--- src/design/rmsn_pkg.sv ---
// ----------------------------------------------------------------------------
// rmsn_pkg
// shared types and constants of the rms normalization block
// ----------------------------------------------------------------------------
package rmsn_pkg;

  typedef struct packed {
    logic signed [15:0] sample;
    logic signed [15:0] gain;
  } in_item_t;

  typedef struct packed {
    logic signed [15:0] result;
    logic               clipped;
    logic               zero_norm;
    logic               final_res;
  } out_item_t;

  localparam int SumW = 37;
  localparam int RadW = 38;
  localparam int RootW = 19;
  localparam int ProdW = 32;
  localparam int QuoW = 32;

  localparam logic CfgLen = 1'b0;
  localparam logic CfgEps = 1'b1;

  // command from the front part to the back part
  typedef struct packed {
    logic [SumW-1:0] sum;
    logic [6:0]      len;
    logic [31:0]     eps;
  } job_t;

endpackage

--- src/design/rmsn_front.sv ---
// ----------------------------------------------------------------------------
// rmsn_front
// counts elements, accumulates squares and issues one job per vector
// ----------------------------------------------------------------------------
module rmsn_front (
  input  logic              clk,
  input  logic              rst,
  input  logic              push,
  input  rmsn_pkg::in_item_t in_item,
  input  logic [6:0]        len_eff,
  input  logic [31:0]       eps,
  input  logic              job_full,
  output logic              job_push,
  output rmsn_pkg::job_t    job,
  output logic              busy
);
  import rmsn_pkg::*;

  logic [SumW-1:0] square_sum;
  logic [6:0]      fill_count;
  logic [6:0]      fill_next;
  logic [31:0]     sq;
  logic            take;

  assign take = push && !busy;
  assign sq = 32'($signed(in_item.sample) * $signed(in_item.sample));
  assign fill_next = fill_count + 7'd1;

  always_ff @(posedge clk) begin
    if (rst) begin
      square_sum <= '0;
      fill_count <= '0;
      job_push <= 1'b0;
      busy <= 1'b0;
    end else begin
      if (job_push && !job_full) begin
        job_push <= 1'b0;
      end
      if (busy && !job_push) begin
        busy <= 1'b0;
      end
      if (take) begin
        if (fill_next >= len_eff) begin
          job_push <= 1'b1;
          busy <= 1'b1;
          job.sum <= square_sum + SumW'(sq);
          job.len <= len_eff;
          job.eps <= eps;
          square_sum <= '0;
          fill_count <= '0;
        end else begin
          square_sum <= square_sum + SumW'(sq);
          fill_count <= fill_next;
        end
      end
    end
  end
endmodule

--- src/design/rmsn_back.sv ---
// ----------------------------------------------------------------------------
// rmsn_back
// mean, root and per element division in one iterative state machine
// ----------------------------------------------------------------------------
module rmsn_back #(
  parameter int MaxLen = 64
) (
  input  logic               clk,
  input  logic               rst,
  input  logic               job_valid,
  input  rmsn_pkg::job_t     job,
  output logic               job_pop,
  output logic [$clog2(MaxLen > 1 ? MaxLen : 2)-1:0] rd_addr,
  input  logic signed [15:0] rd_sample,
  input  logic signed [15:0] rd_gain,
  output logic               res_valid,
  output rmsn_pkg::out_item_t res,
  input  logic               res_ready,
  output logic               busy
);
  import rmsn_pkg::*;

  localparam int AW = $clog2(MaxLen > 1 ? MaxLen : 2);
  localparam logic [2:0] S_IDLE = 3'd0, S_MEAN = 3'd1, S_ROOT = 3'd2, S_RD = 3'd3,
                         S_MUL = 3'd4, S_DIV = 3'd5, S_OUT = 3'd6;

  logic [2:0]       state;
  logic [SumW-1:0]  rem;
  logic [SumW-1:0]  quo;
  logic [5:0]       cnt;
  logic [6:0]       len;
  logic [31:0]      eps;
  logic [RadW-1:0]  rad;
  logic [RootW-1:0] root;
  logic [RadW:0]    rrem;
  logic [6:0]       k;
  logic             neg;
  logic [ProdW-1:0] pmag;
  logic [ProdW-1:0] dquo;
  logic [ProdW:0]   drem;
  logic [SumW:0]    mtrial;
  logic [RadW+1:0]  rtrial;
  logic [RadW+1:0]  rshift;
  logic [ProdW:0]   dshift;
  logic signed [31:0] prod;

  assign busy = state != S_IDLE;
  assign job_pop = state == S_IDLE && job_valid;
  assign rd_addr = k[AW-1:0];
  assign prod = 32'(rd_sample * rd_gain);
  assign mtrial = {rem, quo[SumW-1]} - {{(SumW-6){1'b0}}, len};
  assign rshift = {rrem[RadW-1:0], rad[RadW-1 -: 2]};
  assign rtrial = rshift - {{(RadW-RootW){1'b0}}, root, 2'b01};
  assign dshift = {drem[ProdW-1:0], pmag[ProdW-1]};
  assign res_valid = state == S_OUT;

  always_ff @(posedge clk) begin
    if (rst) begin
      state <= S_IDLE;
    end else begin
      unique case (state)
        S_IDLE: begin
          if (job_valid) begin
            quo <= job.sum;
            rem <= '0;
            len <= job.len;
            eps <= job.eps;
            cnt <= 6'(SumW - 1);
            state <= S_MEAN;
          end
        end
        S_MEAN: begin
          quo <= {quo[SumW-2:0], !mtrial[SumW]};
          rem <= mtrial[SumW] ? {rem[SumW-2:0], quo[SumW-1]} : mtrial[SumW-1:0];
          if (cnt == 0) begin
            cnt <= 6'(RootW - 1);
            rrem <= '0;
            root <= '0;
            state <= S_ROOT;
          end else begin
            cnt <= cnt - 6'd1;
          end
          if (cnt == 0) begin
            rad <= RadW'({quo[SumW-2:0], !mtrial[SumW]}) + RadW'(eps);
          end
        end
        S_ROOT: begin
          rad <= {rad[RadW-3:0], 2'b00};
          if (rtrial[RadW+1]) begin
            rrem <= rshift[RadW:0];
            root <= {root[RootW-2:0], 1'b0};
          end else begin
            rrem <= rtrial[RadW:0];
            root <= {root[RootW-2:0], 1'b1};
          end
          if (cnt == 0) begin
            k <= '0;
            state <= S_RD;
          end else begin
            cnt <= cnt - 6'd1;
          end
        end
        S_RD: state <= S_MUL;
        S_MUL: begin
          neg <= prod[31];
          pmag <= prod[31] ? 32'(-prod) : 32'(prod);
          dquo <= '0;
          drem <= '0;
          cnt <= 6'(ProdW - 1);
          state <= (root == 0) ? S_OUT : S_DIV;
          res.zero_norm <= root == 0;
          res.clipped <= 1'b0;
          res.result <= '0;
          res.final_res <= k + 7'd1 == len;
        end
        S_DIV: begin
          pmag <= {pmag[ProdW-2:0], 1'b0};
          if (dshift >= {{(ProdW+1-RootW){1'b0}}, root}) begin
            drem <= dshift - {{(ProdW+1-RootW){1'b0}}, root};
            dquo <= {dquo[ProdW-2:0], 1'b1};
          end else begin
            drem <= dshift;
            dquo <= {dquo[ProdW-2:0], 1'b0};
          end
          if (cnt == 0) begin
            state <= S_OUT;
          end else begin
            cnt <= cnt - 6'd1;
          end
        end
        S_OUT: begin
          if (res_ready) begin
            if (res.final_res) begin
              state <= S_IDLE;
            end else begin
              k <= k + 7'd1;
              state <= S_RD;
            end
          end
        end
        default: state <= S_IDLE;
      endcase
      if (state == S_DIV && cnt == 0) begin
        if (!neg && {dquo[ProdW-2:0], dshift >= {{(ProdW+1-RootW){1'b0}}, root}} > 32'd32767)
        begin
          res.result <= 16'sh7fff;
          res.clipped <= 1'b1;
        end else if (neg && {dquo[ProdW-2:0], dshift >= {{(ProdW+1-RootW){1'b0}}, root}} >
                     32'd32768) begin
          res.result <= -16'sh8000;
          res.clipped <= 1'b1;
        end else if (neg) begin
          res.result <= 16'(-{dquo[ProdW-2:0], dshift >= {{(ProdW+1-RootW){1'b0}}, root}});
        end else begin
          res.result <= 16'({dquo[ProdW-2:0], dshift >= {{(ProdW+1-RootW){1'b0}}, root}});
        end
      end
    end
  end
endmodule

--- src/design/rms_normalize_vector.sv ---
// ----------------------------------------------------------------------------
// rms_normalize_vector
// rms normalization of a vector of weighted fixed point elements
// ----------------------------------------------------------------------------
// channel  direction  handshake     payload
// in       input      push / full   sample, gain
// out      output     empty / pop   result, clipped, zero_norm, final_res
// cfg      input      cfg_we        vector_length (0), epsilon (1)
//
// one element per cycle while a vector fills; after the last element the
// serial state machine computes the mean, then the root, then per result a
// read, a multiply and a division unless the root is zero, plus output handshake.
// reset is synchronous; stores hold no reset value.
// full stays high while a completed vector is being processed.
module rms_normalize_vector #(
  parameter int MAX_LEN = 64
) (
  input  logic                clk,
  input  logic                rst,
  input  logic                push,
  input  rmsn_pkg::in_item_t  in_item,
  output logic                full,
  output logic                empty,
  input  logic                pop,
  output rmsn_pkg::out_item_t out_item,
  input  logic                cfg_we,
  input  logic                cfg_index,
  input  logic [31:0]         cfg_data
);
  import rmsn_pkg::*;

  localparam int AW = $clog2(MAX_LEN > 1 ? MAX_LEN : 2);

  logic [6:0]  vector_length;
  logic [31:0] epsilon;
  logic [6:0]  len_eff;
  logic [6:0]  fill;
  logic        front_busy, back_busy, job_push, job_pop, res_valid;
  job_t        job;
  logic [AW-1:0] rd_addr;
  logic signed [15:0] sample_store [MAX_LEN];
  logic signed [15:0] gain_store [MAX_LEN];
  logic signed [15:0] rd_sample, rd_gain;

  assign len_eff = (vector_length == 7'd0) ? 7'd1 :
                   (vector_length > 7'(MAX_LEN)) ? 7'(MAX_LEN) : vector_length;

  always_ff @(posedge clk) begin
    if (rst) begin
      vector_length <= 7'd64;
      epsilon <= 32'd17;
    end else if (cfg_we) begin
      unique case (cfg_index)
        CfgLen: vector_length <= cfg_data[6:0];
        CfgEps: epsilon <= cfg_data;
        default: ;
      endcase
    end
  end

  always_ff @(posedge clk) begin
    if (rst) begin
      fill <= '0;
    end else if (push && !full) begin
      fill <= (7'(fill + 7'd1) >= len_eff) ? 7'd0 : 7'(fill + 7'd1);
    end
  end

  always_ff @(posedge clk) begin
    if (push && !full) begin
      sample_store[fill[AW-1:0]] <= in_item.sample;
      gain_store[fill[AW-1:0]] <= in_item.gain;
    end
    rd_sample <= sample_store[rd_addr];
    rd_gain <= gain_store[rd_addr];
  end

  assign full = front_busy || back_busy;
  assign empty = !res_valid;

  rmsn_front u_front (
    .clk, .rst, .push(push && !back_busy), .in_item,
    .len_eff, .eps(epsilon), .job_full(1'b0), .job_push, .job, .busy(front_busy)
  );

  rmsn_back #(.MaxLen(MAX_LEN)) u_back (
    .clk, .rst, .job_valid(job_push), .job, .job_pop, .rd_addr,
    .rd_sample, .rd_gain, .res_valid, .res(out_item), .res_ready(pop),
    .busy(back_busy)
  );

`ifndef ASSERT_OFF
  a_no_push_busy: assert property (@(posedge clk) disable iff (rst)
    back_busy |-> full) else $error("input taken during processing");
  a_job_taken: assert property (@(posedge clk) disable iff (rst)
    job_push |-> job_pop) else $error("job not taken");
`endif
endmodule
--- config.mk ---
export PLATFORM = sky130hd
export DESIGN_NAME = rms_normalize_vector
export DESIGN_NICKNAME = d
export VERILOG_FILES = /design/src/design/rmsn_pkg.sv /design/src/design/rmsn_front.sv /design/src/design/rmsn_back.sv /design/src/design/rms_normalize_vector.sv
export SDC_FILE = /design/constraint.sdc
export NUM_CORES = 2
export LEC_CHECK = 0
export ABC_AREA = 1
export BUFFER_PORTS_ARGS = -buffer_cell sky130_fd_sc_hd__buf_2
export CAP_MARGIN = 5
export CORE_UTILIZATION = 64
export DETAILED_ROUTE_END_ITERATION = 8
export GPL_ROUTABILITY_DRIVEN = 1
export PLACE_DENSITY = 0.8
export SLEW_MARGIN = 20
export SYNTH_ARGS = -nofsm -noshare
export SYNTH_HDL_FRONTEND = slang
export SYNTH_HIERARCHICAL = 1
export SYNTH_SLANG_ARGS = --single-unit
--- constraint.sdc ---
create_clock -name clk -period 9.3 [get_ports clk]
set_clock_uncertainty 0.1 [all_clocks]
set_input_delay 0.465 -clock clk [delete_from_list [all_inputs] [get_ports clk]]
set_output_delay 0.465 -clock clk [all_outputs]
set_load 0.005 [all_outputs]
Word-level counts from Yosys, hierarchy flattened
Memory sizes are Yosys's and may differ from the RTL's. A register that Yosys moved wholly into a read port is not among the register bits.
Cells that the tools add are included.
- register bits: 507
- RAM bits: 2048
- input port bits: 70
- output and inout port bits: 21
- memories kept: 2
- add/sub/neg operators: 11
- $mul: 2
- magnitude comparators: 6
- eq/ne operators: 14
- muxes and demuxes: 52
- bitwise operators: 3
- reduce and logical (&&, ||, !) cells: 40
- memory list (memory ; words ; bits a word ; rd ports ; clocked after memory_dff ; wr ports ; line ; source):
    gain_store ; 64 ; 16 ; 1 ; 1 ; 1 ; rms_normalize_vector.sv:42 ; logic signed [15:0] gain_store [MAX_LEN];
    sample_store ; 64 ; 16 ; 1 ; 1 ; 1 ; rms_normalize_vector.sv:41 ; logic signed [15:0] sample_store [MAX_LEN];
- operators with widths (cell ; number):
    38-bit one-hot mux with 2 select lines ; 2
    37-bit 2-to-1 mux ; 4
    37-bit one-hot mux with 2 select lines ; 2
    32-bit one-hot mux with 2 select lines ; 2
    38-bit 2-to-1 mux ; 3
    16-bit by 16-bit multiplier with 32-bit output ; 2
    32-bit 2-to-1 mux ; 2
    31-bit one-hot mux with 2 select lines ; 1
    7-bit 2-to-1 mux ; 7
    40-bit by 21-bit subtractor with 40-bit output ; 1
    37-bit by 32-bit adder with 38-bit output ; 1
    19-bit 2-to-1 mux ; 2
    19-bit one-hot mux with 2 select lines ; 1
    38-bit by 7-bit subtractor with 38-bit output ; 1
    37-bit by 32-bit adder with 37-bit output ; 1
    17-bit 2-to-1 mux ; 2
    33-bit by 19-bit >= comparator with 1-bit output ; 1
    32-bit by 15-bit greater-than comparator with 1-bit output (second input constant) ; 1
    32-bit by 16-bit greater-than comparator with 1-bit output (second input constant) ; 1
    16-bit 2-to-1 mux ; 2
    32-bit negator ; 1
    32-bit by 19-bit subtractor with 32-bit output ; 1
    6-bit one-hot mux with 4 select lines ; 1
    7-bit by 1-bit adder with 7-bit output (second input constant) ; 3
    32 further kinds ; 83

Longest topological paths before layout
- depth after elaboration: 6
- gate-level depth with buffers: 39

Modules after synthesis
Netlist, hierarchy kept.
- modules (own cells, without submodules) (module ; times used ; cells each ; area each (um^2) ; seq. area each (um^2)):
    rms_normalize_vector ; 1 ; 7034 ; 84665.0 ; 63060.5
    rmsn_back ; 1 ; 4056 ; 32113.3 ; 10149.7
    rmsn_front ; 1 ; 1967 ; 16153.0 ; 3203.1

Worst setup path after synthesis
No wires, ideal clock.
- path type: input to register
- from: in in_item[17] (netlist name)
- to: reg, netlist name u_front/job[75]
- data arrival time: 6821 ps
- data required time: 8945 ps
- path slack: 2124 ps
- cell stages on the path: 30
- path buffers: 2
- cell sequence: clkbuf_1 clkbuf_1 nand2_1 inv_1 fa_1 inv_1 fa_1 inv_1 fa_1 fa_1 fa_1 fa_1 ha_1 nand2_1 nor4_2 nand3_1 nand3_1 nand2_1 nand2_1 xor2_1 ha_1 a21oi_1 nand2_1 nand2_1 nand2_1 a21oi_2 nand2_4 nand2_2 nand2_2 and2_1
- longest elaborated chain between the ends: 2
- RTL lines (element ; line ; source):
    start: declaration ; rms_normalize_vector.sv:21 ; input rmsn_pkg::in_item_t in_item,
    16-bit by 16-bit multiplier with 32-bit output ; rmsn_front.sv:26 ; assign sq = 32'($signed(in_item.sample) * $signed(in_item.sample));
    37-bit by 32-bit adder with 37-bit output ; rmsn_front.sv:46 ; job.sum <= square_sum + SumW'(sq);
No other way between the ends.
A chain may end at the register's enable or synchronous reset.

Final worst setup path
- from: in in_item[19] (netlist name)
- to: reg, netlist name u_front/job[69]
- longest elaborated chain between the ends: 2
- RTL lines (element ; line):
    16-bit by 16-bit multiplier with 32-bit output ; rmsn_front.sv:26
    37-bit by 32-bit adder with 37-bit output ; rmsn_front.sv:46
No other way between the ends.

==> results.sh <==
export IMPL_clock_latency_ns=0.94
export IMPL_syn_area_um2=133000
export IMPL_final_common_cell="nand2_1"
export IMPL_cp_start_kind="input port"
export IMPL_root_buffer="clkbuf_16"
export IMPL_syn_nets=13900
export IMPL_fin_crit_sh=0.834
export IMPL_vias_per_cell=6.10
export IMPL_fillers=14000
export IMPL_grt_overflow_total=0
export IMPL_relSlewSlack=0.175
export IMPL_cp_required_ns=9.88
export IMPL_die_x_um=458
export IMPL_cts_max_level=5
export IMPL_max_freq_ghz=0.129
export IMPL_finalCriticalPeriod_ns=7.76
export IMPL_clkTransAtPathRegs_ns=0.06
export IMPL_seq_area_frac_synth=0.575
export IMPL_drive_gt1_frac=0.0630
export IMPL_ant_nets=0
export IMPL_area_growth_pct=8.85
export IMPL_grt_first_pass_wirelength_um=547000
export IMPL_place_congestion=0.913
export IMPL_dp_hpwl_um=214000
export IMPL_firstDrtPassIters=9
export IMPL_nets=13900
export IMPL_syn_inst=13100
export IMPL_multi_input_area_um2=48900
export IMPL_tightest_slew_ns=1.24
export IMPL_rrSetupSlack_ns=1.86
export IMPL_yosys_warnings=6
export IMPL_cts_buffer_depth=4
export IMPL_fin_tns_setup_ns=0
export IMPL_coreArea_um2=205000
export IMPL_cap_violations=0
export IMPL_antenna_found_initial=25
export IMPL_startpoint="in_item[19]"
export IMPL_ys_types=70
export IMPL_final_cell_mix="3,752 x nand2_1, 2,460 x edfxtp_1, 2,132 x nand3_1"
export IMPL_wl_per_cell_um=22.6
export IMPL_die_h_um=458
export IMPL_ys_seq_elements=2587
export IMPL_hold_buffers=48
export IMPL_hold_depth=1
export IMPL_num_rows=166
export IMPL_grt_pass1_vias=97000
export IMPL_instances_no_fill=15900
export IMPL_vias=96900
export IMPL_grt_setup_unrepaired="no"
export IMPL_outcome="finished, final reports clean"
export IMPL_cts_repair_resized=0
export IMPL_wl_um=359000
export IMPL_cts_sinks=2587
export IMPL_path_class="in2reg"
export IMPL_first_iter_violations=13200
export IMPL_min_to="sample_store[50][8]$_DFFE_PP_"
export IMPL_regArea_um2=76400
export IMPL_r2r_start="rd_sample[10]$_DFF_P_"
export IMPL_ys_flop_type="edfxtp_1"
export IMPL_avgSynthCellArea_um2=10.2
export IMPL_crit_path_max_fanout=42
export IMPL_fin_util=0.704
export IMPL_synth_edf_count=2460
export IMPL_hp_class="in2reg"
export IMPL_hold_viol_final=0
export IMPL_hold_path_startpoint="in_item[24]"
export IMPL_die_area_um2=210000
export IMPL_holdWs_ns=0.102
export IMPL_endpoint_kind="flip-flop"
export IMPL_drcViolationCount=0
export IMPL_start_util=0.647
export IMPL_worstPathArrival_ns=8.33
export IMPL_place_inst=15400
export IMPL_io_buffers=90
export IMPL_synthArstFlopShare=0
export IMPL_io_pins=91
export IMPL_numCtsBuffers=280
export IMPL_cts_setup_buffers=0
export IMPL_cts_tree="done"
export IMPL_r2r_end="u_back/pmag[15]$_DFFE_PP_"
export IMPL_slew_viol_final=0
export IMPL_grt_usage=0.342
export IMPL_setup_viol=0
export IMPL_grt_max_degree=232
export IMPL_reg2regPathDepth=26
## area by class of cell
class                      count  share of cell area
timing repair buffer         303              0.0160
inverter                    1361              0.0356
multi-input combinational   8479               0.338
antenna                        9            0.000156
clock buffer                 352              0.0516
tap                         2688              0.0232
sequential                  2587               0.528
clock inverter               119             0.00709
## sequential cells by signal, indices dropped and copies added, names as in the netlist, 31 cells and up
name                flops
epsilon                32
gain_store           1024
sample_store         1024
u_back/dquo            31
u_back/drem            32
u_back/eps             32
u_back/pmag            32
u_back/quo             37
u_back/rad             38
u_back/rem             37
u_back/rrem            38
u_front/job            76
u_front/square_sum     37
## cells by family (layout without fill, tap and decap cells)
family                     Yosys count  after routing  synth area share
AOI/OAI and AO/OA                  666            666            0.0276
xor gates and xnor gates           188            188            0.0128
adders and majority gates          802            802             0.104
buffers and inverters             1991           2135            0.0612
DFF                               2587           2587             0.575
other                                1             10         0.0000282
and+or+nand+nor                   6822           6822             0.220
## routing by layer
metal	global-route usage	routed length (um)	up-vias
met5	0	110	-
met4	0.169	18500	18
met3	0.0755	45100	1132
met2	0.539	165000	5944
met1	0.451	130000	46400
li1	-	-	43500
## per-stage QoR
step / instance area [um^2] / setup WS, ns
2_1_floorplan: 133000 / 2.12
3_3_place_gp: 136000 / 1.01
3_5_place_dp: 136000 / 0.932
4_1_cts: 145000 / 1.51
5_1_grt: 145000 / 1.14
6_report: 145000 / 1.54
## worst max-delay path by stage
stage                     slack [ns]                        end
after global placement          1.01  u_front/job[72]$_DFFE_PP_
after CTS                       1.51  u_back/pmag[15]$_DFFE_PP_
after global routing            1.14  u_front/job[69]$_DFFE_PP_
after floorplan                 2.12  u_front/job[75]$_DFFE_PP_
final                           1.54  u_front/job[69]$_DFFE_PP_
after detailed placement        0.93  u_front/job[75]$_DFFE_PP_
## Yosys cell counts (27+ instances only)
master    count  area share
buf_1        55      0.0016
nand4_1      74      0.0035
a21oi_1     304       0.011
nand2_2      36      0.0017
xor2_1      109      0.0072
clkbuf_1    231      0.0065
dfxtp_1     127       0.019
and2_1       27      0.0013
buf_2       279       0.011
o21ai_0     213      0.0080
edfxtp_1   2460        0.56
nor2_1      616       0.017
nand3_1    2132       0.080
xnor2_1      74      0.0049
nor3_1       62      0.0023
buf_4        47      0.0027
fa_1        503       0.076
nand2_1    3753        0.11
ha_1        299       0.028
inv_1      1340       0.038
## worst max-delay path, cell delays in order
cell           delay (ns)
dlygate4sd3_1        0.53
buf_4                0.57
buf_4                0.54
nand2_1              0.15
fa_1                 0.57
inv_1                0.06
ha_1                 0.19
a21oi_1              0.18
fa_1                 0.47
fa_1                 0.55
inv_1                0.05
fa_1                 0.49
fa_1                 0.41
ha_1                 0.38
nand2_1              0.13
nor4_1               0.44
nand2_1              0.09
nand2_1              0.15
a21oi_1              0.10
xnor2_1              0.25
ha_1                 0.37
a21oi_1              0.26
nor2_1               0.06
nor2_1               0.12
o21ai_0              0.17
a21oi_1              0.25
nand3b_1             0.12
and2_1               0.17
Power is not shown: default switching activity piles up to over one toggle a cycle in this logic, so the estimate is an artifact.
